===== config.mk =====
export PLATFORM = sky130hd
export DESIGN_NAME = bpt_pipe_ctrl
export DESIGN_NICKNAME = d
export VERILOG_FILES = /design/src/design/bpt_pkg.sv /design/src/design/bpt_pipe_ctrl.sv
export SDC_FILE = /design/constraint.sdc
export NUM_CORES = 1
export LEC_CHECK = 0
export BUFFER_PORTS_ARGS = -buffer_cell sky130_fd_sc_hd__buf_4
export CORE_AREA = 3 3 40 42
export CTS_BUF_LIST = sky130_fd_sc_hd__clkbuf_8
export CTS_CLUSTER_SIZE = 24
export DETAILED_ROUTE_END_ITERATION = 10
export DIE_AREA = 0 0 43 45
export GPL_ROUTABILITY_DRIVEN = 1
export PLACE_DENSITY_LB_ADDON = 0.2
export SETUP_SLACK_MARGIN = 0.1
export SYNTH_ARGS = -nofsm -noshare
export SYNTH_HDL_FRONTEND = slang
export SYNTH_SLANG_ARGS = --single-unit
export TNS_END_PERCENT = 30

===== constraint.sdc =====
create_clock -name clk -period 1.3 [get_ports clk]
set_clock_uncertainty 0.05 [all_clocks]
set_input_delay 0.26 -clock clk [delete_from_list [all_inputs] [get_ports clk]]
set_output_delay 0.26 -clock clk [all_outputs]
set_load 0.01 [all_outputs]

===== src/design/bpt_pkg.sv =====
// Shared types and constants of the barometric compensation pipeline.
package bpt_pkg;

	// Pipeline depth from input register to output register.
	localparam int NUM_STAGES = 9;

	// Field and intermediate widths.
	localparam int CAL_W   = 16;
	localparam int D_W     = 24;
	localparam int DT_W    = 25;
	localparam int PROD_W  = 42;
	localparam int SQ_W    = 48;
	localparam int X_W     = 19;
	localparam int TEMP_W  = 21;
	localparam int WIDE_W  = 41;
	localparam int A_W     = 35;
	localparam int B_W     = 36;
	localparam int PRESS_W = 20;
	localparam int TOUT_W  = 16;
	localparam int IDX_W   = 3;

	// Calibration register indexes.
	localparam logic [IDX_W-1:0] REG_C1 = 3'd0;
	localparam logic [IDX_W-1:0] REG_C2 = 3'd1;
	localparam logic [IDX_W-1:0] REG_C3 = 3'd2;
	localparam logic [IDX_W-1:0] REG_C4 = 3'd3;
	localparam logic [IDX_W-1:0] REG_C5 = 3'd4;
	localparam logic [IDX_W-1:0] REG_C6 = 3'd5;

	// Reference temperature of 20.00 C, and its distance to -15.00 C.
	localparam logic signed [TEMP_W-1:0] TEMP_REF        = 21'sd2000;
	localparam logic signed [X_W:0]      LOW_TEMP_OFFSET = 20'sd3500;

	// Saturation limits of the results.
	localparam logic [PRESS_W-1:0]        PRESS_MAX = 20'hFFFFF;
	localparam logic signed [TOUT_W-1:0]  TEMP_MAX  = 16'sh7FFF;
	localparam logic signed [TOUT_W-1:0]  TEMP_MIN  = 16'sh8000;

	// Calibration words C1 to C6.
	typedef struct packed {
		logic [CAL_W-1:0] c1;
		logic [CAL_W-1:0] c2;
		logic [CAL_W-1:0] c3;
		logic [CAL_W-1:0] c4;
		logic [CAL_W-1:0] c5;
		logic [CAL_W-1:0] c6;
	} bpt_cal_t;

	// Item state after the temperature stages.
	typedef struct packed {
		logic [D_W-1:0]           d1;
		logic signed [TEMP_W-1:0] temp;
		logic signed [WIDE_W-1:0] off1;
		logic signed [WIDE_W-1:0] sens1;
		logic [A_W-1:0]           a;
		logic [B_W-1:0]           b;
		logic                     lt2000;
		logic                     lt1500;
	} bpt_s4_t;

endpackage


===== src/design/bpt_pipe_ctrl.sv =====
// Valid bits and per-stage load enables of the compensation pipeline.
module bpt_pipe_ctrl (
	input  logic                           clk,
	input  logic                           arst_n,
	input  logic                           in_valid,
	input  logic                           out_ready,
	output logic [bpt_pkg::NUM_STAGES:1]   en,
	output logic                           out_valid
);

	logic [bpt_pkg::NUM_STAGES:1] valid_q;

	// A stage loads when it is empty or when the stage after it moves on.
	always_comb begin
		en[bpt_pkg::NUM_STAGES] = !valid_q[bpt_pkg::NUM_STAGES] || out_ready;
		for (int k = bpt_pkg::NUM_STAGES - 1; k >= 1; k--) begin
			en[k] = !valid_q[k] || en[k+1];
		end
	end

	// Valid bits travel with the items.
	always_ff @(posedge clk or negedge arst_n) begin
		if (!arst_n) begin
			valid_q <= '0;
		end else begin
			if (en[1]) begin
				valid_q[1] <= in_valid;
			end
			for (int k = 2; k <= bpt_pkg::NUM_STAGES; k++) begin
				if (en[k]) begin
					valid_q[k] <= valid_q[k-1];
				end
			end
		end
	end

	assign out_valid = valid_q[bpt_pkg::NUM_STAGES];

`ifndef NO_ASSERTIONS
	// Input back-pressure only when every stage holds an item.
	assert property (@(posedge clk) disable iff (!arst_n)
		!en[1] |-> (&valid_q))
		else $error("input stalled while the pipeline has a bubble");

	// An accepted item lands in the first stage.
	assert property (@(posedge clk) disable iff (!arst_n)
		(in_valid && en[1]) |=> valid_q[1])
		else $error("accepted item lost at the first stage");

	// A stall at stage two freezes every later stage.
	assert property (@(posedge clk) disable iff (!arst_n)
		!en[2] |=> $stable(valid_q[bpt_pkg::NUM_STAGES:2]))
		else $error("downstream valid bits moved during a stall");
`endif

endmodule


Word level (Yosys, flattened, before mapping)
Cells that the tools add are included.
{ "classes": {"n_reduce_logical": 18} }
{ "op_table": {"columns": ["operator", "n"], "rows": [
  ["$logic_not A1 Y1", 9],
  ["$logic_or A1 B1 Y1", 9]
]} }
{ "totals": {"in_bits": 4, "ff_bits": 9, "out_inout_bits": 10, "wordCells": 27} }

Longest topological paths before layout
{ "logic_depth": {"ltp_word": 10, "depth_mapped": 4, "depth_no_buf": 2} }

Worst setup path after synthesis
OpenSTA, ideal clock, no wires.
{ "synth_timing": {"path_kind": "reg2out", "startpoint": "register valid_q[9] in the netlist's numbering", "endpoint": "output en[4] in the netlist's numbering", "required_time_ns": 0.990, "path_buffers": 2, "slack_ns": 0.012, "arrival_time_ns": 0.978, "stages_incl_launch_ff": 5, "path_cell_list": "dfrtp_1 > and4b_1 > buf_6 > buf_6 > nand4_1"} }
{ "synth_between": {"elab_chain_len": 7} }
{ "synth_rtl": {"columns": ["item", "line", "rtl"], "rows": [
  ["from (decl)", "bpt_pipe_ctrl.sv:11", "logic [bpt_pkg::NUM_STAGES:1] valid_q;"],
  ["from (signal, indexed assignment)", "bpt_pipe_ctrl.sv:31", "valid_q[k] <= valid_q[k-1];"],
  ["$logic_not A1 Y1", "bpt_pipe_ctrl.sv:15", "en[bpt_pkg::NUM_STAGES] = !valid_q[bpt_pkg::NUM_STAGES] || out_ready;"],
  ["$logic_or A1 B1 Y1", "bpt_pipe_ctrl.sv:15", null],
  ["$logic_or A1 B1 Y1 (5 in series)", "bpt_pipe_ctrl.sv:17", "en[k] = !valid_q[k] || en[k+1];"],
  ["to (decl)", "bpt_pipe_ctrl.sv:7", "output logic [bpt_pkg::NUM_STAGES:1] en,"]
]} }
No other way between the ends.

Worst setup path after layout
{ "layout_timing": {"startpoint": "register valid_q[8] in the netlist's numbering", "endpoint": "output en[1] in the netlist's numbering"} }
{ "layout_between": {"elab_chain_len": 9} }
{ "layout_rtl": {"columns": ["item", "line"], "rows": [
  ["$logic_not A1 Y1", "bpt_pipe_ctrl.sv:17"],
  ["$logic_or A1 B1 Y1 (8 in series)", "bpt_pipe_ctrl.sv:17"]
]} }
No other way between the ends.

==> impl_metrics.csv <==
group,metric,value,unit
global_route,overflow,0,
sta,fmax,0.679,GHz
place,portBuffers,13,
sta,layout_min_cycle_time,1.47,ns
yosys,synth_cell_types,15,
clocking,cts_root_buffer,"clkbuf_8",
final_layout,utilization,46.3,%
clocking,htreeDepth,1,
power_and_ir_drop,p_seq_share,35.4,%
final_layout,fillCellCount,136,
sta,worst_slack,-0.172,ns
final_layout,antennaDiodeCount,0,
worst_setup_path,required,0.99,ns
place,pre_cts_ws,-0.0313,ns
floorplanning,num_io_pins,14,
final_layout,reg_top3,"valid_q: 9 flops",
final_layout,layout_common_cells,"buf_4, dfrtp_1, nand2b_1, clkbuf_8",
yosys,syn_nets,36,
power_and_ir_drop,p_switching,0.000286,W
global_route,grt_use_total,11.8,%
power_and_ir_drop,cellLeakagePower,0.278,nW
min_path,hold_path_class,"primary input to register",
final_layout,final_common_cell,"buf_4",
sta,fin_crit_sh,113,%
worst_setup_path,crit_path_end_kind,"primary output",
floorplanning,die_h,45,microns
power_and_ir_drop,ir_drop,0.000765,V
drt,wl_per_cell,13.4,microns
drt,antenna_left,0,
final_layout,fin_nets,59,
clocking,clock_tree.buffer_depth,2,
yosys,ys_warn_count,0,
power_and_ir_drop,clkPwrFrac,30.4,%
power_and_ir_drop,power,0.00100,W
yosys,syn-mean-instance-area,12.2,sq um
power_and_ir_drop,sw_frac_of_total,28.5,%
yosys,postSynthCellCount,32,
worst_setup_path,path_max_fanout,9,
clocking,cts_sinks,9,
sta,worst_pin_slew,0.162,ns
power_and_ir_drop,internal-power,0.000718,W
clocking,numCtsBuffers,3,
status,status,"complete, but fails checks",
floorplanning,row_count,13,
floorplanning,initial_core_util,30.4,%
drt,via_count,335,
clocking,clk_pin_slew,0.04,ns
drt,drt-pass1-iter-count,2,
yosys,yosysSeqAreaShare,57.7,%
floorplanning,dieArea,0.00194,sq mm
final_layout,top_register,"valid_q",
power_and_ir_drop,combPwrFrac,34.1,%
final_layout,largest_reg_flops,9,
global_route,first_global_vias,387,
global_route,grt_pass1_wl,1640,microns
sta,slew_violations,0,
sta,hold_viol,0,
worst_setup_path,cp-start-kind,"register",
drt,drc,0,
global_route,grt_max_degree,10,
flow_run,cap_violations,0,
worst_setup_path,worstSetupPathType,"register to primary output",
final_layout,drive_gt1_share,48.1,%
clocking,clk-insertion-delay-late,0.22,ns
drt,via_per_inst,4.86,
floorplanning,coreArea,0.00128,sq mm
sta,slew_headroom,89.2,%
drt,wl,924,microns
power_and_ir_drop,cellPowerDensity,1680,mW/mm^2
place,gp_congestion,0.668,
place,dp_hpwl,711,microns
floorplanning,chipWidth,43,microns
sta,setup_viol,7,
sta,rsz0062_at_grt,"yes",
global_route,antenna_found_initial,0,
final_layout,synthToLayoutAreaGrowth,52.6,%
clocking,cts_tree,"done",
yosys,ys_ff_latch,9,
worst_setup_path,crit_arrival,1.16,ns
status,violations,"setup timing",
yosys,syn-cell-area,390,sq um
drt,drtIter0Drc,2,
[cells by family (layout without fill, tap and decap cells)]
logic type             Yosys count  after routing  share of synthesized area (%)
AND/OR/NAND/NOR                 13             13                           20.8
AO/OA/AOI/OAI                    6              6                           13.5
buffers and inverters            4             26                           8.01
flip-flops                       9              9                           57.7
[path summary, 6_finish.rpt]
kind	end	cells after the start	slack (ns)	from
worst min register to register	valid_q[8]$_DFFE_PN0P_	1	0.41	valid_q[7]$_DFFE_PN0P_
min in group asynchronous	valid_q[9]$_DFFE_PN0P_	2	0.34	arst_n
worst min-delay path	valid_q[1]$_DFFE_PN0P_	2	0.17	in_valid
worst max register to register	valid_q[5]$_DFFE_PN0P_	4	0.03	valid_q[8]$_DFFE_PN0P_
worst max-delay path	en[1]	4	-0.17	valid_q[8]$_DFFE_PN0P_
max in group asynchronous	valid_q[3]$_DFFE_PN0P_	2	0.72	arst_n
[through the flow]
stage | hold slack (ns) | TNS, ns | cell area, sq um | cells
global placement | 0.0359 | -0.0332 | 524 | 63
detailed placement | 0.0383 | -0.122 | 524 | 63
CTS | 0.166 | -1.04 | 592 | 69
floorplan | -0.0856 | 0 | 390 | 32
finish | 0.168 | -0.994 | 596 | 69
global route | 0.180 | -1.47 | 596 | 69
[worst max-delay path, cell delays in order (launching register included)]
cell,delay [ns]
dfrtp_1,0.33
and4b_1,0.22
buf_6,0.14
nand4_1,0.09
buf_4,0.16
[timing repair]
action / CTS / global route
hold buffers: 1 / 0
setup endpoints to repair: 15 / 16
endpoints found under the hold margin: 9 / 0
gates resized for setup: 2 / 1
setup buffers: 1 / 0
[power by group through the flow]
| stage | combinational (W) | sequential [W] | clock (W) |
|---|---|---|---|
| after floorplan | 0.000161 | 0.000373 | 0 |
| after global placement | 0.000303 | 0.000355 | 0 |
| after detailed placement | 0.000320 | 0.000360 | 0 |
| after CTS | 0.000342 | 0.000355 | 0.000316 |
| after global routing | 0.000382 | 0.000360 | 0.000331 |
| final | 0.000342 | 0.000355 | 0.000305 |
[metal layers]
layer / GRT usage (%) / vias up / share of wire (%)
met5: 0 / - / 0
met3: 4.38 / 2 / 6.6
met2: 22.2 / 10 / 55
met4: 7.23 / 0 / 0.43
met1: 10.8 / 164 / 38
li1: - / 159 / -
[cell usage after synthesis, drive strengths merged]
library cell  instances  area share (%)
nand2                 2             1.9
and4                  1             2.2
nand3b                1             1.9
a21o                  2             3.8
a41o                  2             5.1
nand2b                3             4.8
buf                   3             7.0
nand3                 2             2.6
and4b                 1             2.6
nand4                 2             3.2
inv                   1            0.96
or2                   1             1.6
a31o                  2             4.5
dfrtp                 9              58
[cell type report]
cell class	count	area [sq um]	area share (%)
clock buffer	3	41.3	6.93
sequential	9	225	37.8
inverter	1	3.75	0.630
multi-input combinational	19	135	22.7
clock inverter	1	3.75	0.630
tap	15	18.8	3.15
timing repair buffer	21	168	28.2
Power figures use the tool's default switching activity.
