--- config.mk ---
export PLATFORM = sky130hd
export DESIGN_NAME = bpt_press_stages
export DESIGN_NICKNAME = d
export VERILOG_FILES = /design/src/design/bpt_pkg.sv /design/src/design/bpt_press_stages.sv
export SDC_FILE = /design/constraint.sdc
export NUM_CORES = 2
export LEC_CHECK = 0
export ABC_CLOCK_PERIOD_IN_PS = 7400
export BUFFER_PORTS_ARGS = -buffer_cell sky130_fd_sc_hd__buf_2
export CORE_MARGIN = 4
export CORE_UTILIZATION = 25
export CTS_CLUSTER_SIZE = 14
export DETAILED_ROUTE_END_ITERATION = 8
export GPL_TIMING_DRIVEN = 0
export PLACE_DENSITY = 0.36
export SLEW_MARGIN = 20
export SYNTH_ARGS = -nofsm -noshare
export SYNTH_HDL_FRONTEND = slang
export SYNTH_SLANG_ARGS = --single-unit
export TNS_END_PERCENT = 50
--- constraint.sdc ---
create_clock -name clk -period 7.4 [get_ports clk]
set_input_delay 1.48 -clock clk [delete_from_list [all_inputs] [get_ports clk]]
set_output_delay 1.48 -clock clk [all_outputs]
set_load 0.03 [all_outputs]
--- src/design/bpt_pkg.sv ---
// Shared types and constants of the barometric compensation pipeline.
package bpt_pkg;

	// Pipeline depth from input register to output register.
	localparam int NUM_STAGES = 9;

	// Field and intermediate widths.
	localparam int CAL_W   = 16;
	localparam int D_W     = 24;
	localparam int DT_W    = 25;
	localparam int PROD_W  = 42;
	localparam int SQ_W    = 48;
	localparam int X_W     = 19;
	localparam int TEMP_W  = 21;
	localparam int WIDE_W  = 41;
	localparam int A_W     = 35;
	localparam int B_W     = 36;
	localparam int PRESS_W = 20;
	localparam int TOUT_W  = 16;
	localparam int IDX_W   = 3;

	// Calibration register indexes.
	localparam logic [IDX_W-1:0] REG_C1 = 3'd0;
	localparam logic [IDX_W-1:0] REG_C2 = 3'd1;
	localparam logic [IDX_W-1:0] REG_C3 = 3'd2;
	localparam logic [IDX_W-1:0] REG_C4 = 3'd3;
	localparam logic [IDX_W-1:0] REG_C5 = 3'd4;
	localparam logic [IDX_W-1:0] REG_C6 = 3'd5;

	// Reference temperature of 20.00 C, and its distance to -15.00 C.
	localparam logic signed [TEMP_W-1:0] TEMP_REF        = 21'sd2000;
	localparam logic signed [X_W:0]      LOW_TEMP_OFFSET = 20'sd3500;

	// Saturation limits of the results.
	localparam logic [PRESS_W-1:0]        PRESS_MAX = 20'hFFFFF;
	localparam logic signed [TOUT_W-1:0]  TEMP_MAX  = 16'sh7FFF;
	localparam logic signed [TOUT_W-1:0]  TEMP_MIN  = 16'sh8000;

	// Calibration words C1 to C6.
	typedef struct packed {
		logic [CAL_W-1:0] c1;
		logic [CAL_W-1:0] c2;
		logic [CAL_W-1:0] c3;
		logic [CAL_W-1:0] c4;
		logic [CAL_W-1:0] c5;
		logic [CAL_W-1:0] c6;
	} bpt_cal_t;

	// Item state after the temperature stages.
	typedef struct packed {
		logic [D_W-1:0]           d1;
		logic signed [TEMP_W-1:0] temp;
		logic signed [WIDE_W-1:0] off1;
		logic signed [WIDE_W-1:0] sens1;
		logic [A_W-1:0]           a;
		logic [B_W-1:0]           b;
		logic                     lt2000;
		logic                     lt1500;
	} bpt_s4_t;

endpackage

--- src/design/bpt_press_stages.sv ---
// Stages five to nine: second-order terms, pressure product and saturation.
module bpt_press_stages (
	input  logic                                clk,
	input  logic [9:5]                          en,
	input  bpt_pkg::bpt_s4_t                    s4,
	output logic [bpt_pkg::PRESS_W-1:0]         pressure_pa,
	output logic signed [bpt_pkg::TOUT_W-1:0]   temperature_centi
);

	logic [bpt_pkg::D_W-1:0]             d1_s5, d1_s6;
	logic signed [bpt_pkg::TEMP_W-1:0]   temp_s5, temp_s6, temp_s7, temp_s8;
	logic signed [bpt_pkg::WIDE_W-1:0]   off1_s5, sens1_s5;
	logic [bpt_pkg::WIDE_W-1:0]          off2_s5, sens2_s5;
	logic signed [bpt_pkg::WIDE_W-1:0]   off_s6, sens_s6, off_s7, off_s8;
	logic [43:0]                         pp_lo_s7;
	logic signed [45:0]                  pp_hi_s7;
	logic signed [44:0]                  q_s8;
	logic [bpt_pkg::PRESS_W-1:0]         pressure_s9;
	logic signed [bpt_pkg::TOUT_W-1:0]   temperature_s9;

	logic [bpt_pkg::WIDE_W-1:0]  ext_a, ext_b, five_a, seven_b, eleven_b;
	logic [bpt_pkg::WIDE_W-1:0]  off2_c, sens2_c;
	logic signed [65:0]          prod;
	logic signed [45:0]          diff;
	logic signed [30:0]          press_full;

	// Stage 5: OFF2 = 2.5 A (+ 7 B) and SENS2 = 1.25 A (+ 5.5 B).
	assign ext_a    = {6'b0, s4.a};
	assign ext_b    = {5'b0, s4.b};
	assign five_a   = ext_a + (ext_a << 2);
	assign seven_b  = (ext_b << 3) - ext_b;
	assign eleven_b = (ext_b << 3) + (ext_b << 1) + ext_b;

	always_comb begin
		off2_c  = '0;
		sens2_c = '0;
		if (s4.lt2000) begin
			off2_c  = five_a >> 1;
			sens2_c = five_a >> 2;
			if (s4.lt1500) begin
				off2_c  = (five_a >> 1) + seven_b;
				sens2_c = (five_a >> 2) + (eleven_b >> 1);
			end
		end
	end

	always_ff @(posedge clk) begin
		if (en[5]) begin
			d1_s5    <= s4.d1;
			temp_s5  <= s4.temp;
			off1_s5  <= s4.off1;
			sens1_s5 <= s4.sens1;
			off2_s5  <= off2_c;
			sens2_s5 <= sens2_c;
		end
	end

	// Stage 6: final OFF and SENS.
	always_ff @(posedge clk) begin
		if (en[6]) begin
			d1_s6   <= d1_s5;
			temp_s6 <= temp_s5;
			off_s6  <= off1_s5 - $signed(off2_s5);
			sens_s6 <= sens1_s5 - $signed(sens2_s5);
		end
	end

	// Stage 7: D1 * SENS as two partial products over the low and high halves.
	always_ff @(posedge clk) begin
		if (en[7]) begin
			temp_s7  <= temp_s6;
			off_s7   <= off_s6;
			pp_lo_s7 <= d1_s6 * sens_s6[19:0];
			pp_hi_s7 <= $signed({1'b0, d1_s6}) * $signed(sens_s6[40:20]);
		end
	end

	// Stage 8: recombine the product and divide by 2^21.
	assign prod = $signed({pp_hi_s7, 20'b0}) + $signed({22'b0, pp_lo_s7});

	always_ff @(posedge clk) begin
		if (en[8]) begin
			temp_s8 <= temp_s7;
			off_s8  <= off_s7;
			q_s8    <= prod[65:21];
		end
	end

	// Stage 9: subtract OFF, divide by 2^15 and saturate both results.
	assign diff       = $signed({q_s8[44], q_s8}) - $signed({{5{off_s8[40]}}, off_s8});
	assign press_full = diff[45:15];

	always_ff @(posedge clk) begin
		if (en[9]) begin
			if (press_full[30]) begin
				pressure_s9 <= '0;
			end else if (press_full[29:20] != '0) begin
				pressure_s9 <= bpt_pkg::PRESS_MAX;
			end else begin
				pressure_s9 <= press_full[bpt_pkg::PRESS_W-1:0];
			end
			if (temp_s8[20] && (temp_s8[19:15] != 5'h1F)) begin
				temperature_s9 <= bpt_pkg::TEMP_MIN;
			end else if (!temp_s8[20] && (temp_s8[19:15] != 5'h00)) begin
				temperature_s9 <= bpt_pkg::TEMP_MAX;
			end else begin
				temperature_s9 <= temp_s8[bpt_pkg::TOUT_W-1:0];
			end
		end
	end

	assign pressure_pa       = pressure_s9;
	assign temperature_centi = temperature_s9;

endmodule

== Word-level counts from Yosys, hierarchy flattened ==
Cells that the tools add are included.
W data, S select, Z words.
Cells by class
  add/sub/neg operators: 10
  multipliers: 2
  equal/unequal tests: 1
  mux-type cells: 4
  reductions and logical operators: 6
Operators with widths (count)
  $sub A41 B41 Y41: 2
  $add A66 B45 Y66: 1
  $mul A25 B21 Y46: 1
  $sub A45 B41 Y46: 1
  $mul A24 B20 Y44: 1
  $add A36 B40 Y41: 1
  $add A38 B40 Y41: 1
  $add A40 B36 Y41: 1
  $add A39 B37 Y40: 1
  $mux W40: 1
  $sub A39 B36 Y40: 1
  $mux W39: 1
  $add A35 B37 Y38: 1
  $mux W20: 1
  $mux W16: 1
  $reduce_bool A10 Y1: 1
  $ne A5 B5 Y1 const B: 1
  $reduce_bool A5 Y1: 1
  $logic_and A1 B1 Y1: 2
  $reduce_and A2 Y1: 1
  $logic_not A1 Y1: 1
Word-level totals
  register bits after elaboration: 631
  output and inout bits: 36
  logic and storage cells: 44

== Longest topological paths before layout ==
  word-level depth: 4
  mapped depth: 28
  mapped depth without buffers: 27

== Worst setup path before layout ==
Ideal clock, no wire load.
  path kind: reg2reg
  start: register sens_s6[2] (netlist bit)
  end: register pp_lo_s7[42], data pin
  required time: 7.142 ns
  setup slack: 0.321 ns
  clock period less this slack: 7.079 ns
  buffers on the path: 1
  cell stages (with the launch flop): 26
  data arrival time: 6.821 ns
  cells stage by stage: edfxtp_1 -> clkbuf_1 -> and2_1 -> fa_1 -> fa_1 -> inv_1 -> fa_1 -> inv_1 -> fa_1 -> fa_1 -> fa_1 -> inv_1 -> fa_1 -> inv_1 -> ha_1 -> o21ai_0 -> a211oi_1 -> a21oi_1 -> and4bb_2 -> a211oi_1 -> a211o_1 -> and3_1 -> or3b_2 -> a21oi_1 -> a21oi_1 -> xnor2_1
Between the ends
  longest elaborated chain between the ends: 1
RTL lines
  start, declared: RTL line bpt_press_stages.sv:14  | logic signed [bpt_pkg::WIDE_W-1:0] off_s6, sens_s6, off_s7, off_s8;
  start signal, assigned: RTL line bpt_press_stages.sv:64  | sens_s6 <= sens1_s5 - $signed(sens2_s5);
  $mul A24 B20 Y44: RTL line bpt_press_stages.sv:73  | pp_lo_s7 <= d1_s6 * sens_s6[19:0];
  end signal, assigned: RTL line bpt_press_stages.sv:73
  end, declared: RTL line bpt_press_stages.sv:15  | logic [43:0] pp_lo_s7;
No other way between the ends.
A chain may end at the register's enable or synchronous reset.

== Final worst setup path ==
  start: register d1_s6[6] (netlist bit)
  end: register pp_lo_s7[40], data pin
Between the ends
  longest elaborated chain between the ends: 1
RTL lines
  start, declared: RTL line bpt_press_stages.sv:10  | logic [bpt_pkg::D_W-1:0] d1_s5, d1_s6;
  start signal, assigned: RTL line bpt_press_stages.sv:61  | d1_s6 <= d1_s5;
  $mul A24 B20 Y44: RTL line bpt_press_stages.sv:73
No other way between the ends.

==> metrics.csv <==
metric,value,unit
most frequent CP cell,fa_1,
Root Driver,clkbuf_16,
worst-path maximum fanout,5,
status,"finished, violations left",
RSZ-0062 raised after global routing,yes,
Worst setup SP type,flip-flop,
Die Area,0.282,mm^2
Core Box Area,0.272,mm^2
CP Class,reg -> reg,
"Primary FF master, synth",edfxtp_1,
MaxCap Viol Count,0,
Slew HR,0.242,
crit-path max cell delay,0.53,ns
Max Slew Vio Count,0,
Vias/cell,4.60,
GRT overflow,0,
Layout Nets,9065,
area grow syn2layout,18.4,%
Syn Area/Cell,9.99,um^2
CTS tree,done,
Clock Latency Late Sink,0.78,ns
Tightest Pin Transition,1.14,ns
ratio of final minimum period to clock period,1.04,
CP required,7.86,ns
FMAX,130,MHz
Die H,531,um
CP endpoint kind,flip-flop,
Worst-path clk slew,0.06,ns
syn_nets,8566,
final hold violation count,0,
fill count,28400,
vias in the first global route,53700,
H-tree levels,3,
clock buffer depth,4,
Seq cells post-synth,610,
DRC Markers,0,
"Cell Area, Synth",0.0684,mm^2
row count,191,
number of flops mapped to enable cells by yosys,610,
# port buffers,240,
antenna-violating nets left,0,
post-synthesis cell type count,86,
initial antenna violation count,37,
I/O pins,242,
largest net degree at the start of global routing,95,
failing checks,setup timing,
Die W,531,um
post-route setup slack,-0.315,ns
starting density of the core,0.252,
CTS Sinks,610,
Hold Crit Class,reg -> reg,
Worst Skew,0.0693,ns
yosys warns,0,
worst path arrival time,8.17,ns
CTS buffer count,86,
Syn Inst Count,6852,
Global Route Usage Sum,0.180,
"commonest non-fill, non-tap cells in the layout","1189 x inv_1, 826 x fa_1, 745 x nand2_1, 641 x ha_1, 610 x edfxtp_1",
DR iter-0 viols,2917,
final WL,254000,um
Seq. cell area,0.0183,mm^2
First-pass DRT Iterations,5,
"Seq/Total Area, Yosys",0.268,
final setup fails,10,
async set-reset flop share out of synthesis,0,
Final GP Congestion,0.889,
DP HPWL,208000,um
crit path max-delay cell type,fa_1,
Routed WL per cell,23.1,um
layout cell share with drive strength beyond 1,0.121,
hold_ws,0.390,ns
min Tclk post-route,7.72,ns
"commonest non-fill, non-tap cell in the layout",inv_1,
global-route wire length before repair,371000,um
DR vias,50600,
multi-input logic area,0.0458,mm^2
worst max-delay path, delay by kind of cell, from the launching register on:
| family | cells | cell delay [ns] |
|---|---|---|
| AO/OA/AOI/OAI | 7 | 1.80 |
| XOR/XNOR | 1 | 0.15 |
| adder cells (fa/ha/maj) | 8 | 3.55 |
| buffers and inverters | 8 | 0.83 |
| flip-flops | 1 | 0.37 |
| AND/OR/NAND/NOR | 4 | 0.67 |
metrics by stage:
| stage | setup WS [ns] | cells | setup TNS, ns | area [um^2] | util |
|---|---|---|---|---|---|
| floorplan | 0.321 | 6852 | 0 | 68400 | - |
| global placement | -2.65 | 10700 | -90.15 | 74100 | 0.273 |
| detailed placement | -1.96 | 10700 | -63.47 | 74400 | 0.274 |
| CTS | -0.319 | 11000 | -1.62 | 80600 | 0.297 |
| global route | -0.486 | 11000 | -4.99 | 81000 | 0.298 |
| finish | -0.315 | 11000 | -1.30 | 81000 | 0.298 |
flip-flops by register name, summed over array words and instances (netlist names), 40 cells and up:
signal and count:
q_s8 45, off2_s5 41, sens_s6 41, off1_s5 41, sens1_s5 41, off_s8 41, off_s7 41, sens2_s5 40
pp_hi_s7 46, off_s6 41
what timing repair did:
action | in CTS | in global routing
pin swaps | 92 | 59
gates cloned | 2 | 0
resized for setup | 479 | 107
buffers inserted | 153 | 20
setup endpoints to repair | 51 | 37
hold buffers | 0 | 0
layout make-up:
class,instances,area share
Antenna cell,14,0.000432
Clock inverter,54,0.00685
Timing Repair Buffer,420,0.0388
Clock buffer,98,0.0274
Buffer,215,0.0253
Multi-Input combinational cell,4819,0.565
Tap cell,3570,0.0551
Sequential cell,610,0.226
Inverter,1199,0.0555
cells by family (layout without fill, tap and decap cells):
logic type | Yosys count | count (layout) | synth area share
DFF | 610 | 610 | 0.268
buffers and inverters | 1423 | 1986 | 0.0783
adders and majority gates | 1508 | 1508 | 0.369
other | 1 | 15 | 0.0000548
muxes | 2 | 2 | 0.000293
and+or+nand+nor | 1801 | 1801 | 0.130
AOI/OAI and AO/OA | 1138 | 1138 | 0.108
xor gates and xnor gates | 369 | 369 | 0.0472
layer usage:
metal  wire length [um]  part of all wire  global-route usage
met1             116000              0.46               0.243
met2             120000              0.47               0.303
met4               9030             0.036              0.0520
met3               9700             0.038              0.0201
met5                 76           0.00030                   0
path summary, 6_finish.rpt:
kind / start / to / cells after the start / slack [ns]
min reg2reg: off_s7[22]$_DFFE_PP_ / off_s8[22]$_DFFE_PP_ / 0 / 0.39
max: d1_s6[6]$_DFFE_PP_ / pp_lo_s7[40]$_DFFE_PP_ / 28 / -0.32
max reg2reg: d1_s6[6]$_DFFE_PP_ / pp_lo_s7[40]$_DFFE_PP_ / 28 / -0.32
min: off_s7[22]$_DFFE_PP_ / off_s8[22]$_DFFE_PP_ / 0 / 0.39
cell usage after synthesis, types with 12 or more instances:
| cell | count | area, um^2 |
|---|---|---|
| clkbuf_1 | 215 | 807 |
| o21bai_1 | 60 | 450 |
| nand4_1 | 28 | 175 |
| nor3_1 | 45 | 225 |
| a21boi_0 | 23 | 173 |
| a21oi_1 | 346 | 1730 |
| xnor2_1 | 256 | 2240 |
| fa_1 | 847 | 17000 |
| o22ai_1 | 15 | 93.8 |
| ha_1 | 661 | 8270 |
| nand2b_1 | 67 | 419 |
| nor2b_1 | 101 | 632 |
| o211ai_1 | 17 | 128 |
| a41oi_1 | 13 | 114 |
| nor2_1 | 188 | 706 |
| and2_1 | 422 | 2640 |
| a2111oi_0 | 14 | 123 |
| a31oi_1 | 49 | 307 |
| nand3_1 | 84 | 420 |
| edfxtp_1 | 610 | 18300 |
| a211oi_1 | 32 | 240 |
| nand2_1 | 750 | 2820 |
| inv_1 | 1199 | 4500 |
| a21o_1 | 222 | 1670 |
| or3_1 | 18 | 113 |
| and3_1 | 43 | 269 |
| xor2_1 | 113 | 990 |
| o31ai_1 | 15 | 113 |
| o21ai_0 | 176 | 881 |
| or2_2 | 12 | 75.1 |
| and4_1 | 14 | 123 |
| o21a_1 | 37 | 278 |
Power is not shown: default switching activity piles up to over one toggle a cycle in this logic, so the estimate is an artifact.
