--- config.mk ---
export PLATFORM = sky130hd
export DESIGN_NAME = bpt_cal_regs
export DESIGN_NICKNAME = d
export VERILOG_FILES = /design/src/design/bpt_pkg.sv /design/src/design/bpt_cal_regs.sv
export SDC_FILE = /design/constraint.sdc
export NUM_CORES = 1
export LEC_CHECK = 0
export CORE_UTILIZATION = 24
export CTS_BUF_LIST = sky130_fd_sc_hd__clkbuf_4 sky130_fd_sc_hd__clkbuf_8 sky130_fd_sc_hd__clkbuf_16
export DETAILED_ROUTE_END_ITERATION = 7
export DONT_BUFFER_PORTS = 1
export GPL_ROUTABILITY_DRIVEN = 0
export MAX_ROUTING_LAYER = met4
export PLACE_DENSITY = 0.45
export SYNTH_ARGS = -nofsm -noshare
export SYNTH_HDL_FRONTEND = slang
export SYNTH_SLANG_ARGS = --single-unit
--- constraint.sdc ---
create_clock -name clk -period 2.2 [get_ports clk]
set_input_delay 0.44 -clock clk [delete_from_list [all_inputs] [get_ports clk]]
set_output_delay 0.44 -clock clk [all_outputs]
set_load 0.01 [all_outputs]
--- src/design/bpt_pkg.sv ---
// Shared types and constants of the barometric compensation pipeline.
package bpt_pkg;

	// Pipeline depth from input register to output register.
	localparam int NUM_STAGES = 9;

	// Field and intermediate widths.
	localparam int CAL_W   = 16;
	localparam int D_W     = 24;
	localparam int DT_W    = 25;
	localparam int PROD_W  = 42;
	localparam int SQ_W    = 48;
	localparam int X_W     = 19;
	localparam int TEMP_W  = 21;
	localparam int WIDE_W  = 41;
	localparam int A_W     = 35;
	localparam int B_W     = 36;
	localparam int PRESS_W = 20;
	localparam int TOUT_W  = 16;
	localparam int IDX_W   = 3;

	// Calibration register indexes.
	localparam logic [IDX_W-1:0] REG_C1 = 3'd0;
	localparam logic [IDX_W-1:0] REG_C2 = 3'd1;
	localparam logic [IDX_W-1:0] REG_C3 = 3'd2;
	localparam logic [IDX_W-1:0] REG_C4 = 3'd3;
	localparam logic [IDX_W-1:0] REG_C5 = 3'd4;
	localparam logic [IDX_W-1:0] REG_C6 = 3'd5;

	// Reference temperature of 20.00 C, and its distance to -15.00 C.
	localparam logic signed [TEMP_W-1:0] TEMP_REF        = 21'sd2000;
	localparam logic signed [X_W:0]      LOW_TEMP_OFFSET = 20'sd3500;

	// Saturation limits of the results.
	localparam logic [PRESS_W-1:0]        PRESS_MAX = 20'hFFFFF;
	localparam logic signed [TOUT_W-1:0]  TEMP_MAX  = 16'sh7FFF;
	localparam logic signed [TOUT_W-1:0]  TEMP_MIN  = 16'sh8000;

	// Calibration words C1 to C6.
	typedef struct packed {
		logic [CAL_W-1:0] c1;
		logic [CAL_W-1:0] c2;
		logic [CAL_W-1:0] c3;
		logic [CAL_W-1:0] c4;
		logic [CAL_W-1:0] c5;
		logic [CAL_W-1:0] c6;
	} bpt_cal_t;

	// Item state after the temperature stages.
	typedef struct packed {
		logic [D_W-1:0]           d1;
		logic signed [TEMP_W-1:0] temp;
		logic signed [WIDE_W-1:0] off1;
		logic signed [WIDE_W-1:0] sens1;
		logic [A_W-1:0]           a;
		logic [B_W-1:0]           b;
		logic                     lt2000;
		logic                     lt1500;
	} bpt_s4_t;

endpackage

--- src/design/bpt_cal_regs.sv ---
// Calibration register file written through the configuration port.
module bpt_cal_regs (
	input  logic                          clk,
	input  logic                          arst_n,
	input  logic                          cfg_we,
	input  logic [bpt_pkg::IDX_W-1:0]     cfg_index,
	input  logic [bpt_pkg::CAL_W-1:0]     cfg_data,
	output bpt_pkg::bpt_cal_t             cal
);

	bpt_pkg::bpt_cal_t cal_q;

	// Write one calibration word; indexes beyond C6 are ignored.
	always_ff @(posedge clk or negedge arst_n) begin
		if (!arst_n) begin
			cal_q <= '0;
		end else if (cfg_we) begin
			case (cfg_index)
				bpt_pkg::REG_C1: begin
					cal_q.c1 <= cfg_data;
				end
				bpt_pkg::REG_C2: begin
					cal_q.c2 <= cfg_data;
				end
				bpt_pkg::REG_C3: begin
					cal_q.c3 <= cfg_data;
				end
				bpt_pkg::REG_C4: begin
					cal_q.c4 <= cfg_data;
				end
				bpt_pkg::REG_C5: begin
					cal_q.c5 <= cfg_data;
				end
				bpt_pkg::REG_C6: begin
					cal_q.c6 <= cfg_data;
				end
				default: begin
					cal_q <= cal_q;
				end
			endcase
		end
	end

	assign cal = cal_q;

endmodule

-- Yosys cells after proc, flatten, opt, wreduce, memory -nomap -nowiden
Cells that the tools add are included.
- logic and storage cells: 18
- output and inout port bits: 96
- input bits: 22
- register bits: 96
- reduce and logical (&&, ||, !) cells: 7
- equal/unequal tests: 5
- operators by type and width (kind ; count):
    $reduce_and A2 Y1 ; 6
    $eq A3 B2 Y1 const B ; 2
    $eq A3 B3 Y1 const B ; 2
    $eq A3 B1 Y1 const B ; 1
    $logic_not A3 Y1 ; 1

-- Longest topological paths before layout
Gate-level depths: netlist (run 1).
- depth in word-level cells: 2
- gate-level depth with buffers: 5
- mapped depth without buffers: 2

-- Worst setup path after synthesis (run 1)
No wires, ideal clock.
- path kind: input -> register
- start point: in cfg_index[0] (netlist bit)
- end point: reg cal_q (netlist bit cal[80])
- data arrival time: 1.503 ns
- buffers on the path: 2
- required time: 2.075 ns
- stages: 4
- library setup time: 0.125 ns
- slack: 0.572 ns
- cell sequence: buf_6 nor4b_4 buf_6 mux2_2
- longest elaborated chain between the ends: 2
- RTL lines (what ; line ; text):
    start, declared ; bpt_cal_regs.sv:6 ; input logic [bpt_pkg::IDX_W-1:0] cfg_index,
    $logic_not A3 Y1 ; bpt_cal_regs.sv:18 ; case (cfg_index)
    $reduce_and A2 Y1 (no line) ; - ;
    end signal, assigned ; bpt_cal_regs.sv:38 ; cal_q <= cal_q;
    end, declared ; bpt_cal_regs.sv:11 ; bpt_pkg::bpt_cal_t cal_q;
No other way between the ends.
A chain may end at the register's enable or synchronous reset.

-- Final worst setup path (run 1)
- start point: in cfg_index[0] (netlist bit)
- end point: reg cal_q (netlist bit cal[28])
- longest elaborated chain between the ends: 2
- RTL lines (what ; line):
    $eq A3 B3 Y1 ; bpt_cal_regs.sv:18
    $reduce_and A2 Y1 (no line) ; -
No other way between the ends.

==> results.md, run 1 <==
* Clock power frac at 34.4%
* Tot GR Track Use at roughly 11%
* Syn Inst Count at 208
* Family with the most delay on the worst path: simple AND/OR/NAND/NOR gates
* Post-synth EDFFs at 0
* Critical Path Source Type: primary input
* Mean post-synth cell area at around 18 sq um
* Post-synthesis register bit count at 96
* Total clock sinks at 96
* Final wirelength at between 8000 and 9000 microns
* I/O Buffers at 0
* CP max FO at 16
* Worst-Skew Late Latency at 0.34 ns
* Top cell type's share of synthesized area at between 60 and 70%
* Switching Share at roughly a quarter
* Reg power frac at roughly 57%
* Comb power frac at under 10%
* # IOs at about 120
* Post-synth ARST share at between 90% and 100%
* Gates resized, CTS repair at 0
* Tmin final at 1.262 ns
* Syn nets at 230
* Routed length per placed instance at slightly above 20 microns
* Initial antenna violation count at 0
* Post-route cell area at between 4000 and 5000 sq um
* Worst reg2reg path endpoint: cal[67]
* Reg2Reg Depth at 1
* Vias per cell at 4.464
* Fin worst setup slack at roughly 0.94 ns
* Clock-pin slew on the worst setup and hold paths at 0.06 ns
* Vias in the first global route at just over 2k
* FMAX at roughly 800 MHz
* Row count at 44
* Post-synth top flop: dfrtp_1
* # diodes at 0
* Yosys top cell by area: dfrtp_1
* Die area at 15830 sq um
* Max reg flops at 96
* Initial Util at roughly 25%
* CP required at between 2 and 2.5 ns
* Largest net degree at the start of global routing at between 90 and 100
* Distinct cells, synth at 10
* Reg-to-reg startpoint: cal[67]
* Synth warn at 0
* Worst-Margin Slew at 0.5436 ns
* Slowest CP cell: and4bb_2
* Failing checks: hold timing
* First-pass GRT wire length at between 10000 and 15000 microns
* Hold Worst Slack at -0.2111 ns
* PwrDens at roughly 1100 nW/um^2
* DP Area at roughly 3900 sq um
* Seq/Total Area, Yosys at approximately two thirds
* Final Slew Violations at 0
* Final worst path period share at 57.38%
* DP HPWL at roughly 5400 microns
* Crit-path cells: and4bb_2, mux2_2
* Total CTS buffers at 9
* Worst IR Drop VDD at roughly 500 uV
* CP Buf/Inv Count at 0
* Max-Slew Margin vs Limit at 63.76%
* Crit path kind: in2reg
* Post-Layout Cell Count at 403
* Area Overhead vs Synth at 13.33%
* Die Height at 125.8 microns
* CTS max path bufs at 2
* DRT iter0 DRCs at 62
* Leakage at about 1.8 nW
* Type of the worst min-delay path: in2async
* Post-Place Cells at slightly below 400
* Max_cap viols at 0
* Top cells by area, synth: dfrtp_1, mux2_2, buf_6
* Syn Std Cell Area at 3679 sq um
* Detail Route Antenna Nets at 0
* Reg2reg setup slack at about 1.4 ns
* Layout net count at 237
* Core area at approximately 15000 sq um
* Psw at between 0.001 and 0.0015 W
* CP max stage delay at 0.64 ns
* Total number of vias at approximately 1.8k
* Die X at between 100 and 150 microns
* Setup TNS Final at 0 ns
* DRC Markers at 0
* Pre-Repair DR Iteration Count at 4
* Dominant cell by count in the synthesized netlist: dfrtp_1
* RSZ-0062 raised after global routing: false
* H-Tree Depth at 3
* Crit. End Element: flip-flop
* Setup slack at placement at approximately 0.54 ns
* Root Buffer: clkbuf_16
* Synth cell count leaders: dfrtp_1, mux2_2, buf_6
* Total grt overflow at 0
* Endpoints failing hold at 96
* Setup violators final at 0
* Worst EP arrival at 1.49 ns
* Clock Skews at 0 ns
* Layout cells sized above 1 at between 50% and 60%
* P_int at 0.003416 W
* CTS tree: done
* Status: finished, violations left
==> placed cells by master (no fill, tap or decap) <==
cell type | synthesis | final
buf_12 | 0 | 1
mux2_1 | 1 | 1
and4bb_1 | 1 | 1
and4bb_2 | 2 | 2
clkbuf_16 | 0 | 9
buf_4 | 0 | 5
nor4b_4 | 1 | 1
bufinv_16 | 0 | 1
dfrtp_1 | 96 | 96
nand4b_2 | 2 | 2
clkinv_2 | 0 | 2
clkbuf_8 | 0 | 3
mux2_2 | 95 | 95
==> routing by layer <==
layer	global-route usage [%]	wire length, microns	up-vias
li1	-	-	756
met1	12.45	3300	949
met2	17.91	3962	81
met3	5.395	743	13
met4	5.103	158	0
met5	-	0	-
==> power by group through the flow <==
stage	logic (W)	clock network [W]	registers, W
6_report	0.000402	0.00159	0.00263
5_1_grt	0.000446	0.00174	0.00268
4_1_cts	0.000410	0.00167	0.00264
3_5_place_dp	0.000410	0	0.00267
3_3_place_gp	0.000391	0	0.00267
2_1_floorplan	0.000375	0	0.00256
==> how the worst max path moves through the flow <==
stage	depth (start not counted)	from	end	slack [ns]
final	2	cfg_index[0]	cal[28]	0.94
after global routing	2	cfg_index[0]	cal[17]	0.88
after CTS	2	cfg_index[0]	cal[28]	0.92
after detailed placement	2	cfg_index[0]	cal[29]	0.54
after global placement	2	cfg_index[0]	cal[29]	0.56
after floorplan	4	cfg_index[0]	cal[80]	0.57
==> metrics by stage <==
step | utilization [%] | power, W
after global placement | 26.18 | 0.003063
after floorplan | - | 0.002933
after global routing | 28.26 | 0.004871
after CTS | 28.26 | 0.004719
final | 28.26 | 0.004620
after detailed placement | 26.18 | 0.003081
==> cells by family (layout without fill, tap and decap cells) <==
kind of cell	after synthesis	in the layout	share of synthesized area, %
flip-flops	96	96	65.31
multiplexers	96	96	29.39
AND/OR/NAND/NOR	6	6	2.483
buffers and inverters	10	21	2.823
==> repair_timing <==
item                       CTS  global route
setup endpoints to repair    0             0
hold endpoints to repair    96            96
buffers inserted             0             0
==> cell type report <==
type	instances	area, sq um
clock buffer	12	266.5
clock inverter	3	40.04
fill	1481	10590
multi-input combinational	102	1172
sequential	96	2402
tap	184	230.2
timing repair buffer	6	57.56
(Power assumes the default switching activity.)
==> run 2: changes to the inputs <==
- clock period: 2.2 -> 1.2 ns (I/O delays scaled with it)
==> results.md, run 2 (synthesis results as in run 1) <==
* Worst-Skew Late Latency at 0.34 ns (about the same)
* Endpoints failing hold at 96 (unchanged)
* Row count at 44 (unchanged)
* Worst-Margin Slew at 0.2133 ns (-0.3302 ns)
* Initial Util at 24.93% (unchanged)
* Register area at 2402 sq um (unchanged)
* Area of the multi-input gates at 1281 sq um (+9.3%)
* RSZ-0062 raised after global routing: false
* Final worst path period share at between 80% and 90%
* Setup violators final at 0 (unchanged)
* Final wirelength at 8837 microns (+8.2%)
* Most common cell after layout, fill and taps aside: dfrtp_1
* Vias in the first global route at 2109 (+3.8%)
* CTS tree: done
* DRC Markers at 0 (unchanged)
* Worst reg2reg path endpoint: cal[59]
* # IOs at 118 (unchanged)
* DRT iter0 DRCs at 50 (-19%)
* Failing checks: hold timing
* FMAX at slightly below 1000 MHz
* PwrDens at 1988 nW/um^2 (+79%)
* Clock Skews at 0 ns (unchanged)
* Leakage at 1.885 nW (+6.5%)
* Post-Layout Cell Count at 409 (+1.5%)
* CP max FO at 2 (-14)
* Initial antenna violation count at 0 (unchanged)
* Gates resized, CTS repair at 0 (unchanged)
* Post-Place Cells at 393 (+1.3%)
* Reg-to-reg startpoint: cal[59]
* H-Tree Depth at 3 (unchanged)
* Hold Worst Slack at -0.4154 ns (-0.2043 ns)
* Total power at 0.008668 W (+88%)
* Core area at 14750 sq um (unchanged)
* Die Height at 125.8 microns (unchanged)
* Reg2reg setup slack at 0.36 ns (-1.01 ns)
* I/O Buffers at 0 (unchanged)
* Root Buffer: clkbuf_16
* Crit path kind: reg2out
* Final Slew Violations at 0 (unchanged)
* Total CTS buffers at 9 (unchanged)
* Total clock sinks at 96 (unchanged)
* Die X at 125.8 microns (unchanged)
* Reg2Reg Depth at 1 (unchanged)
* # diodes at 0 (unchanged)
* Total number of vias at 1805 (+0.33%)
* Largest net degree at the start of global routing at 97 (unchanged)
* Detail Route Antenna Nets at 0 (unchanged)
* Commonest cells after routing, fill and taps aside: dfrtp_1, mux2_2, mux2_4
* Worst IR Drop VDD at 772.9 uV (+55%)
* CP required at 0.96 ns (-1.46 ns)
* First-pass GRT wire length at 13800 microns (+10%)
* Tot GR Track Use at 12.50% (+1.0 points)
* Clock-pin slew on the worst setup and hold paths at 0.07 ns (about the same)
* Max_cap viols at 0 (unchanged)
* Critical Path Source Type: flip-flop
* Max reg flops at 96 (unchanged)
* Setup slack at placement at -0.07109 ns (-0.6104 ns)
* Die area at 15830 sq um (unchanged)
* Area Overhead vs Synth at 18.54%
* DP HPWL at 6046 microns (+13%)
* Max-Slew Margin vs Limit at 85.72% (+22 points)
* Layout net count at 242 (+2.1%)
* Status: finished, violations left
* Worst EP arrival at 0.79 ns (-0.70 ns)
* Core Util, Final at 29.55% (+1.3 points)
* Post-CTS Setup Bufs at 0 (unchanged)
* Pre-Repair DR Iteration Count at 4 (unchanged)
* Vias per cell at 4.413 (-1.1%)
* Tmin final at around 1.0 ns
* Crit. End Element: output port
* Total grt overflow at 0 (unchanged)
* CTS max path bufs at 2 (unchanged)
* Fin worst setup slack at 0.1698 ns (-0.7678 ns)
* Type of the worst min-delay path: in2async
* Filler cell count at 1462 (-1.3%)
* Routed length per placed instance at 21.61 microns (+6.6%)
* Layout cells sized above 1 at 56.44% (+1.2 points)
-- run 2: cell types whose count changed in the layout (fill, tap and decap cells not counted) --
cell        before  now
mux2_2          95   66
mux2_4           0   29
buf_12           1    5
clkbuf_4         0    3
clkbuf_8         3    0
clkinv_2         2    0
clkinvlp_4       0    2
buf_4            5    6
inv_6            0    1
-- run 2: area by class of cell --
| class | count | share of cell area (%) |
|---|---|---|
| repair buffers | 11 | 3.329 |
| well taps | 184 | 5.280 |
| clock buffers | 12 | 5.682 |
| multi-input cells | 102 | 29.38 |
| flip-flops and latches | 96 | 55.09 |
| clock inverters | 4 | 1.234 |
-- run 2: worst max path at each step --
stage	start	endpoint	slack (ns)	depth (start not counted)
after floorplan	cfg_index[0]	cal[80]	-0.22	4
after global placement	cfg_index[1]	cal[87]	-0.08	3
after detailed placement	cfg_index[1]	cal[86]	-0.07	3
after CTS	cal[91]	cal[91]	0.13	0
after global routing	cal[57]	cal[57]	0.12	0
final	cal[91]	cal[91]	0.17	0
-- run 2: report_power, final --
group / leakage [nW] / internal [W] / switching (W)
sequential: 1.15 / 0.00395 / 0.000904
combinational: 0.589 / 0.000674 / 0.000206
clock: 0.144 / 0.00169 / 0.00124
-- run 2: stage by stage --
stage | area, sq um | TNS, ns
after floorplan | 3801 | -5.187
after global placement | 4059 | -1.029
after detailed placement | 4059 | -1.041
after CTS | 4360 | 0
after global routing | 4360 | 0
final | 4360 | 0
-- run 2: layer usage --
metal | up-vias | global-route usage, % | wire length [microns]
met2 | 89 | 17.48 | 3861
met1 | 938 | 15.08 | 3820
met5 | - | - | 0
li1 | 764 | - | -
met4 | 0 | 4.890 | 146
met3 | 14 | 6.542 | 1008
==> run 3: changes to the inputs <==
- TNS_END_PERCENT: default -> 30
- clock period: 1.2 -> 1 ns (I/O delays scaled with it)
==> results.md, run 3 (synthesis results as in run 1) <==
* Status: finished, violations left
* Failing checks: hold timing, setup timing
* Most common cell after layout, fill and taps aside: dfrtp_1
* Tmin final at about 1.1 ns
* Initial antenna violation count at 0 (unchanged)
* Type of the worst min-delay path: in2async
* Die area at 15830 sq um (unchanged)
* Row count at 44 (unchanged)
* DRC Markers at 0 (unchanged)
* Core area at 14750 sq um (unchanged)
* CTS max path bufs at 2 (unchanged)
* Area of the multi-input gates at 1225 sq um (-4.4%)
* Largest net degree at the start of global routing at 97 (unchanged)
* Fin worst setup slack at -0.07579 ns (-0.2456 ns)
* Hold Worst Slack at -0.4524 ns (-0.03695 ns)
* Total clock sinks at 96 (unchanged)
* Switching Share at 25.74% (-1.3 points)
* Comb power frac at 10.5% (+0.3 points)
* Total power at 0.01117 W (+29%)
* Vias per cell at 4.430 (+0.37%)
* Setup violators final at 4 (+4)
* PwrDens at 2451 nW/um^2 (+23%)
* Tot GR Track Use at 11.86% (-0.65 points)
* Crit-path cells: buf_6
* Leakage at 1.950 nW (+3.5%)
* Worst IR Drop VDD at 1477 uV (+91%)
* Worst-Skew Late Latency at 0.34 ns (about the same)
* H-Tree Depth at 3 (unchanged)
* Hold-fix buffers, CTS at 16
* # diodes at 0 (unchanged)
* Clock power frac at 37.7% (+3.9 points)
* CP max stage delay at 0.39 ns
* Reg power frac at 51.8% (-4.2 points)
* Endpoints failing hold at 96 (unchanged)
* Total CTS buffers at 9 (unchanged)
* Critical Path Source Type: flip-flop
* I/O Buffers at 0 (unchanged)
* Total grt overflow at 0 (unchanged)
* Filler cell count at 1446 (-1.1%)
* Register area at 2407 sq um (+0.21%)
* CP max FO at 2 (unchanged)
* Worst-Margin Slew at 0.3065 ns (+0.09315 ns)
* DP HPWL at 5446 microns (-9.9%)
* Max-Slew Margin vs Limit at 79.50% (-6.2 points)
* Root Buffer: clkbuf_16
* Total number of vias at 1887 (+4.5%)
* Final worst path period share at 107.6%
* Layout net count at 259 (+7.0%)
* RSZ-0062 raised after global routing: true
* Crit path kind: reg2out
* Clock-pin slew on the worst setup and hold paths at 0.07 ns (about the same)
* Area Overhead vs Synth at 23.91%
* CP Buf/Inv Count at 1
* Max reg flops at 96 (unchanged)
* First-pass GRT wire length at 13150 microns (-4.7%)
* Psw at 0.002875 W (+23%)
* Initial Util at 24.93% (unchanged)
* FMAX at approximately 930 MHz
* Slowest CP cell: dfrtp_1
* Final wirelength at 8411 microns (-4.8%)
* P_int at 0.008295 W (+31%)
* CP required at 0.80 ns (-0.16 ns)
* Commonest cells after routing, fill and taps aside: dfrtp_1, mux2_2, dlygate4sd3_1
* Vias in the first global route at 2062 (-2.2%)
* Family with the most delay on the worst path: flip-flops
* Max_cap viols at 0 (unchanged)
* Clock Skews at 0 ns (unchanged)
* Routed length per placed instance at 19.74 microns (-8.6%)
* CTS tree: done
* Die X at 125.8 microns (unchanged)
* Setup slack at placement at -0.2534 ns (-0.1823 ns)
* Final Slew Violations at 0 (unchanged)
* Die Height at 125.8 microns (unchanged)
* Worst EP arrival at 0.88 ns (+0.09 ns)
* Crit. End Element: output port
* Detail Route Antenna Nets at 0 (unchanged)
* Layout cells sized above 1 at 54.55% (-1.9 points)
* # IOs at 118 (unchanged)
* Pre-Repair DR Iteration Count at 4 (unchanged)
* DRT iter0 DRCs at 69 (+38%)
* Setup TNS Final at -0.2694 ns (-0.2694 ns)
-- run 3: cell type report --
| type | instances | share of cell area [%] |
|---|---|---|
| Tap cell | 184 | 5.051 |
| Clock buffer | 9 | 4.941 |
| Clock inverter | 7 | 3.129 |
| Multi-Input combinational cell | 102 | 26.87 |
| Sequential cell | 96 | 52.81 |
| Timing Repair Buffer | 28 | 7.192 |
-- run 3: per-stage QoR --
step / util, % / cells / hold slack [ns] / instance area (sq um)
6_report: 30.89 / 426 / -0.4524 / 4558
5_1_grt: 30.89 / 426 / -0.4804 / 4558
4_1_cts: 30.88 / 426 / -0.4794 / 4556
3_5_place_dp: 27.18 / 394 / -0.09356 / 4010
3_3_place_gp: 27.18 / 394 / -0.09252 / 4010
2_1_floorplan: - / 208 / -0.09559 / 3742
-- run 3: power groups by stage --
| stage | logic (W) | registers [W] | clock network (W) |
|---|---|---|---|
| global placement | 0.00104 | 0.00587 | 0 |
| floorplan | 0.000900 | 0.00563 | 0 |
| finish | 0.00117 | 0.00579 | 0.00421 |
| detailed placement | 0.00108 | 0.00586 | 0 |
| CTS | 0.00120 | 0.00581 | 0.00434 |
| global route | 0.00130 | 0.00591 | 0.00446 |
-- run 3: worst paths after layout --
check	startpoint	slack, ns	depth (start not counted)	to
max reg2reg	cal[82]	0.17	1	cal[82]
min in group clk	cfg_index[1]	0.28	3	cal[85]
max in group asynchronous	arst_n	1.29	0	cal[93]
min	arst_n	-0.45	0	cal[33]
max	cal[14]	-0.08	1	cal[14]
min reg2reg	cal[81]	0.54	1	cal[81]
-- run 3: per-layer routing --
layer / GRT usage (%) / part of all wire (%) / vias to the layer above
met5: - / 0 / -
met4: 4.465 / 1.7 / 0
met3: 5.735 / 9.8 / 11
met2: 18.01 / 48 / 82
met1: 13.48 / 41 / 981
li1: - / - / 813
-- run 3: timing repair --
| action | CTS | global route |
|---|---|---|
| gates resized for setup | 6 | 2 |
| endpoints found under the setup margin | 13 | 35 |
| endpoints found under the hold margin | 192 | 96 |
| setup buffers | 0 | 0 |
